File: config.mk
export PLATFORM = sky130hd
export DESIGN_NAME = fys_div
export DESIGN_NICKNAME = d
export VERILOG_FILES = /design/src/fys_pkg.sv /design/src/fys_div.sv
export SDC_FILE = /design/constraint.sdc
export NUM_CORES = 1
export LEC_CHECK = 0
export ABC_CLOCK_PERIOD_IN_PS = 2500
export BUFFER_PORTS_ARGS = -buffer_cell sky130_fd_sc_hd__buf_2
export CAP_MARGIN = 5
export CORE_MARGIN = 1
export CORE_UTILIZATION = 49
export DETAILED_ROUTE_END_ITERATION = 10
export PLACE_DENSITY = 0.76
export SLEW_MARGIN = 20
export SYNTH_ARGS = -nofsm -noshare
export SYNTH_HDL_FRONTEND = slang
export SYNTH_SLANG_ARGS = --single-unit
File: constraint.sdc
create_clock -name clk_i -period 2.5 [get_ports clk_i]
set_input_delay 0.5 -clock clk_i [delete_from_list [all_inputs] [get_ports clk_i]]
set_output_delay 0.5 -clock clk_i [all_outputs]
set_load 0.02 [all_outputs]
File: src/fys_pkg.sv
// ----------------------------------------------------------------------------
// fys_pkg: shared types and constants for the shuffle engine
// field widths of the item ports and the divider control bundle
// ----------------------------------------------------------------------------
`default_nettype none

package fys_pkg;

  // fixed field widths of the ports
  localparam int unsigned WORD_W  = 31;
  localparam int unsigned COUNT_W = 11;
  localparam int unsigned POS_W   = 10;
  localparam int unsigned VALUE_W = 11;

  // bit counter of the serial divider, holds 0..WORD_W
  localparam int unsigned STEP_W = $clog2(WORD_W + 1);

  // count register value after reset
  localparam logic [COUNT_W-1:0] COUNT_RESET = COUNT_W'(1024);

  // control from the sequencer to the serial divider
  typedef struct packed {
    logic load;  // take a new random word, clear the remainder
    logic run;   // shift one bit of the word into the remainder
  } div_ctrl_t;

endpackage

`default_nettype wire

File: src/fys_div.sv
// ----------------------------------------------------------------------------
// fys_div: bit-serial remainder unit
// restoring modulo of the random word by a narrow divisor, one bit per cycle
// ----------------------------------------------------------------------------
`default_nettype none

module fys_div
  import fys_pkg::*;
#(
  parameter int unsigned REM_W = 11
) (
  input  wire logic              clk_i,
  input  wire logic              rst_ni,
  input  wire div_ctrl_t         ctrl_i,
  input  wire logic [WORD_W-1:0] word_i,
  input  wire logic [REM_W-1:0]  divisor_i,
  output      logic              done_o,
  output      logic [REM_W-1:0]  rem_o
);

  logic [WORD_W-1:0] word_q, word_d;
  logic [REM_W-1:0]  rem_q, rem_d;
  logic [STEP_W-1:0] step_q, step_d;
  logic [REM_W:0]    trial;
  logic [REM_W:0]    diff;

  assign done_o = (step_q == STEP_W'(WORD_W));
  assign rem_o  = rem_q;

  // shift in the next bit msb first, subtract the divisor when it fits
  assign trial = {rem_q, word_q[WORD_W-1]};
  assign diff  = trial - {1'b0, divisor_i};

  always_comb begin
    word_d = word_q;
    rem_d  = rem_q;
    step_d = step_q;
    if (ctrl_i.load) begin
      word_d = word_i;
      rem_d  = '0;
      step_d = '0;
    end else if (ctrl_i.run && !done_o) begin
      word_d = {word_q[WORD_W-2:0], 1'b0};
      if (trial >= {1'b0, divisor_i}) begin
        rem_d = diff[REM_W-1:0];
      end else begin
        rem_d = trial[REM_W-1:0];
      end
      step_d = step_q + STEP_W'(1);
    end
  end

  always_ff @(posedge clk_i) begin
    word_q <= word_d;
    rem_q  <= rem_d;
  end

  always_ff @(posedge clk_i or negedge rst_ni) begin
    if (!rst_ni) begin
      step_q <= STEP_W'(WORD_W);
    end else begin
      step_q <= step_d;
    end
  end

endmodule

`default_nettype wire

==> impl_results.md <==
- Outcome: finished clean
- Most frequent cells in the layout: buf_2, edfxtp_1, mux2_2
- GR Util All Layers: roughly a fifth
- Synth top area cells: edfxtp_1, mux2_2, dfxtp_1, ha_1, dfstp_2
- Met2 WL: about 2400 um
- CP cell instances: inv_1 -> ha_1 -> fa_1 -> nand2b_1 -> a21oi_1 -> o2111a_2 -> or3_1 -> buf_4 -> and3_4 -> nor4_2
- Drt wl/cell: 13.8 um
- Clock Tree Root: clkbuf_8
- # H-tree levels: 2
- Number of synthesized register bits: 47
- Yosys top cell area share: a little over a third
- DRT Pass-1 Iters: 4
- Core area: 0.00517 mm2
- Ant diodes: 0
- Critical path endpoint category: flop
- EDFF count, synth: 31
- Fin. Hold Viols: 0
- Number of max-cap violations: 0
- Commonest non-fill, non-tap cell in the layout: buf_2
- Synth unique cells: around 50
- CTS Buf Count: 5
- Cell family with most CP delay: simple AND/OR/NAND/NOR gates
- Initial DRC count: 98
- Final GP Congestion: around 0.8
- Number of global-route vias before repair: roughly 1.8k
- Global-route wire length before repair: roughly 8300 um
- Syn Area/Cell: 11.3 um2
- Die ar.: 0.00571 mm2
- Initial antenna violation count: 0
- Cell Pwr Density: 584 mW/mm2
- Dominant synthesized flop cell: edfxtp_1
- CTS clock-pin slew for the worst setup and hold paths: 0.09 ns
- Routed Antenna Nets: 0
- Setup CP Type: reg -> reg
- Top Metal Used: met4
- Clock latency on the worst-skew pair: ~0.30 ns
- CTS Sinks: 47
- Die Span Y: 75.6 um
- Fraction of layout cells with a size suffix above 1: between 40 and 50%
- Via/cell ratio: ~5.3
- Vias: 1972
- IO buf count: 57
- Final nets: 362
- CTS tree: built
- Worst Setup Start Kind: flop
- Post-synthesis net count: roughly 290
- Met1 Wirelength: between 2000 and 2500 um
- Syn Std Cell Area: between 0.002 and 0.003 mm2
- Syn Inst Count: about 230
- Period utilization: between 90% and 100%
- Leak: between 1 and 1.5 nW
- Hold Path Class: in -> async
- Seq/Total Area, Yosys: between 40% and 50%
- Max rail drop VDD: 0.406 mV
- Slew margin rel.: approximately 65%
- Finished Core Util: about 62%
- RSZ-0062 raised after global routing: no
- CP max stage delay: 0.40 ns
- DP Wirelength: 3810 um
- FP Rows: 26
- Die X: 75.6 um
- Area grow syn2layout: 21.0%
- Final Max Tran Viols: 0
- Largest net degree at the start of global routing: 33
- Maximum fanout along the worst path: 6
- DRC Markers: 0
- Worst clock skew: a little over 0.003 ns
- GRT Residual Overflow: 0
- I/O pin count: 58
- Max Fclk: 417 MHz
- Crit path arrival time: 2.62 ns
- WP buf/inv: 2
- Fin crit period: between 2 and 2.5 ns
- Yosys warning total: 0
- Setup ws final: 0.0991 ns
- Longest Clk Path Bufs: 2
- WP data required: 2.72 ns
- Largest area contributor in the netlist: edfxtp_1
- Slew @ Worst Pin: between 0.5 and 0.6 ns
- Synth async-reset ratio: 10.6%
- Starting Density: between 50% and 60%
- CP max-delay cell: or3_1
- Met3 wire length: ~270 um
- Pre-CTS setup slack: -0.0409 ns
- Final WL: just over 5000 um
- Setup violators final: 0
Yosys cell counts (2+ instances only):
master    count
o21a_1        5
o32ai_1       2
dfstp_2       5
xnor2_1       2
clkbuf_1     10
and2_1        2
nand2b_1      3
ha_1         13
mux2_2       30
a31oi_1       2
edfxtp_1     31
a21oi_1       7
or3_1         3
o31a_1        3
dfxtp_1      11
nand2_1      11
nor4_1        3
inv_1        16
a211oi_1      3
o41ai_1       2
nor2b_1       2
o21ai_0       8
nor3_1        5
mux2i_1       4
nand3b_1      3
nor2_1       20
xor2_1        5
a311oi_1      2
state kept, by name, summed over array words and instances (netlist names):
register and flops:
word_q 31, rem_o 11, step_q 5
final timing paths:
| path | from | end | slack [ns] | depth (start not counted) |
|---|---|---|---|---|
| worst max-delay path | word_q[30]$_DFFE_PP_ | rem_o[0]$_SDFFE_PP0P_ | 0.1 | 10 |
| worst min-delay path | rst_ni | step_q[0]$_DFFE_PN1P_ | 0.18 | 1 |
| worst max register to register | word_q[30]$_DFFE_PP_ | rem_o[0]$_SDFFE_PP0P_ | 0.1 | 10 |
| worst min register to register | step_q[4]$_DFFE_PN1P_ | step_q[4]$_DFFE_PN1P_ | 0.49 | 2 |
| max in group asynchronous | rst_ni | step_q[1]$_DFFE_PN1P_ | 2.30 | 1 |
| min in group clk_i | word_i[0] | word_q[0]$_SDFFCE_PN0P_ | 0.48 | 2 |
stage by stage:
step	total power, mW	std cells	TNS [ns]	hold WS, ns	instance area, um2
2_1_floorplan	1.27	234	0	0.352	2660
3_3_place_gp	1.41	365	-0.0218	0.461	3120
3_5_place_dp	1.42	365	-0.117	0.475	3120
4_1_cts	1.89	373	0	0.185	3210
5_1_grt	1.97	373	0	0.189	3210
6_report	1.87	373	0	0.181	3210
repair_timing:
action	4_1_cts	5_1_grt
setup buffers	0	0
gates resized for setup	0	1
hold buffers	0	0
endpoints found under the setup margin	0	4
where the power goes:
group | internal, mW | leakage (nW) | total (mW) | switching (mW)
sequential | 0.919 | 0.459 | 0.955 | 0.0365
clock | 0.201 | 0.0418 | 0.463 | 0.262
combinational | 0.226 | 0.881 | 0.456 | 0.230
routing by layer:
layer / vias to the layer above / global-route usage (%)
li1: 1011 / -
met1: 903 / 27.3
met2: 53 / 30.6
met3: 5 / 4.76
met4: 0 / 4.94
met5: - / 0
area by class of cell:
type                       count  area, um2
fill                         443       1960
clock inverter                 2       16.3
timing repair buffer          72        423
clock buffer                   6       72.6
inverter                      16       60.1
tap                           70       87.6
multi-input combinational    160       1270
sequential                    47       1280
cell families (layout without fill, tap and decap cells):
logic type / after synthesis / in the layout / share of synthesized area (%)
simple gates: 62 / 62 / 12.4
flops: 47 / 47 / 48.3
compound gates: 43 / 43 / 11.7
mux: 34 / 34 / 14.2
buf+inv: 27 / 96 / 4.10
fa+ha+maj: 14 / 14 / 6.88
xor+xnor: 7 / 7 / 2.31
No activity file was read; power rests on OpenSTA's default activity.
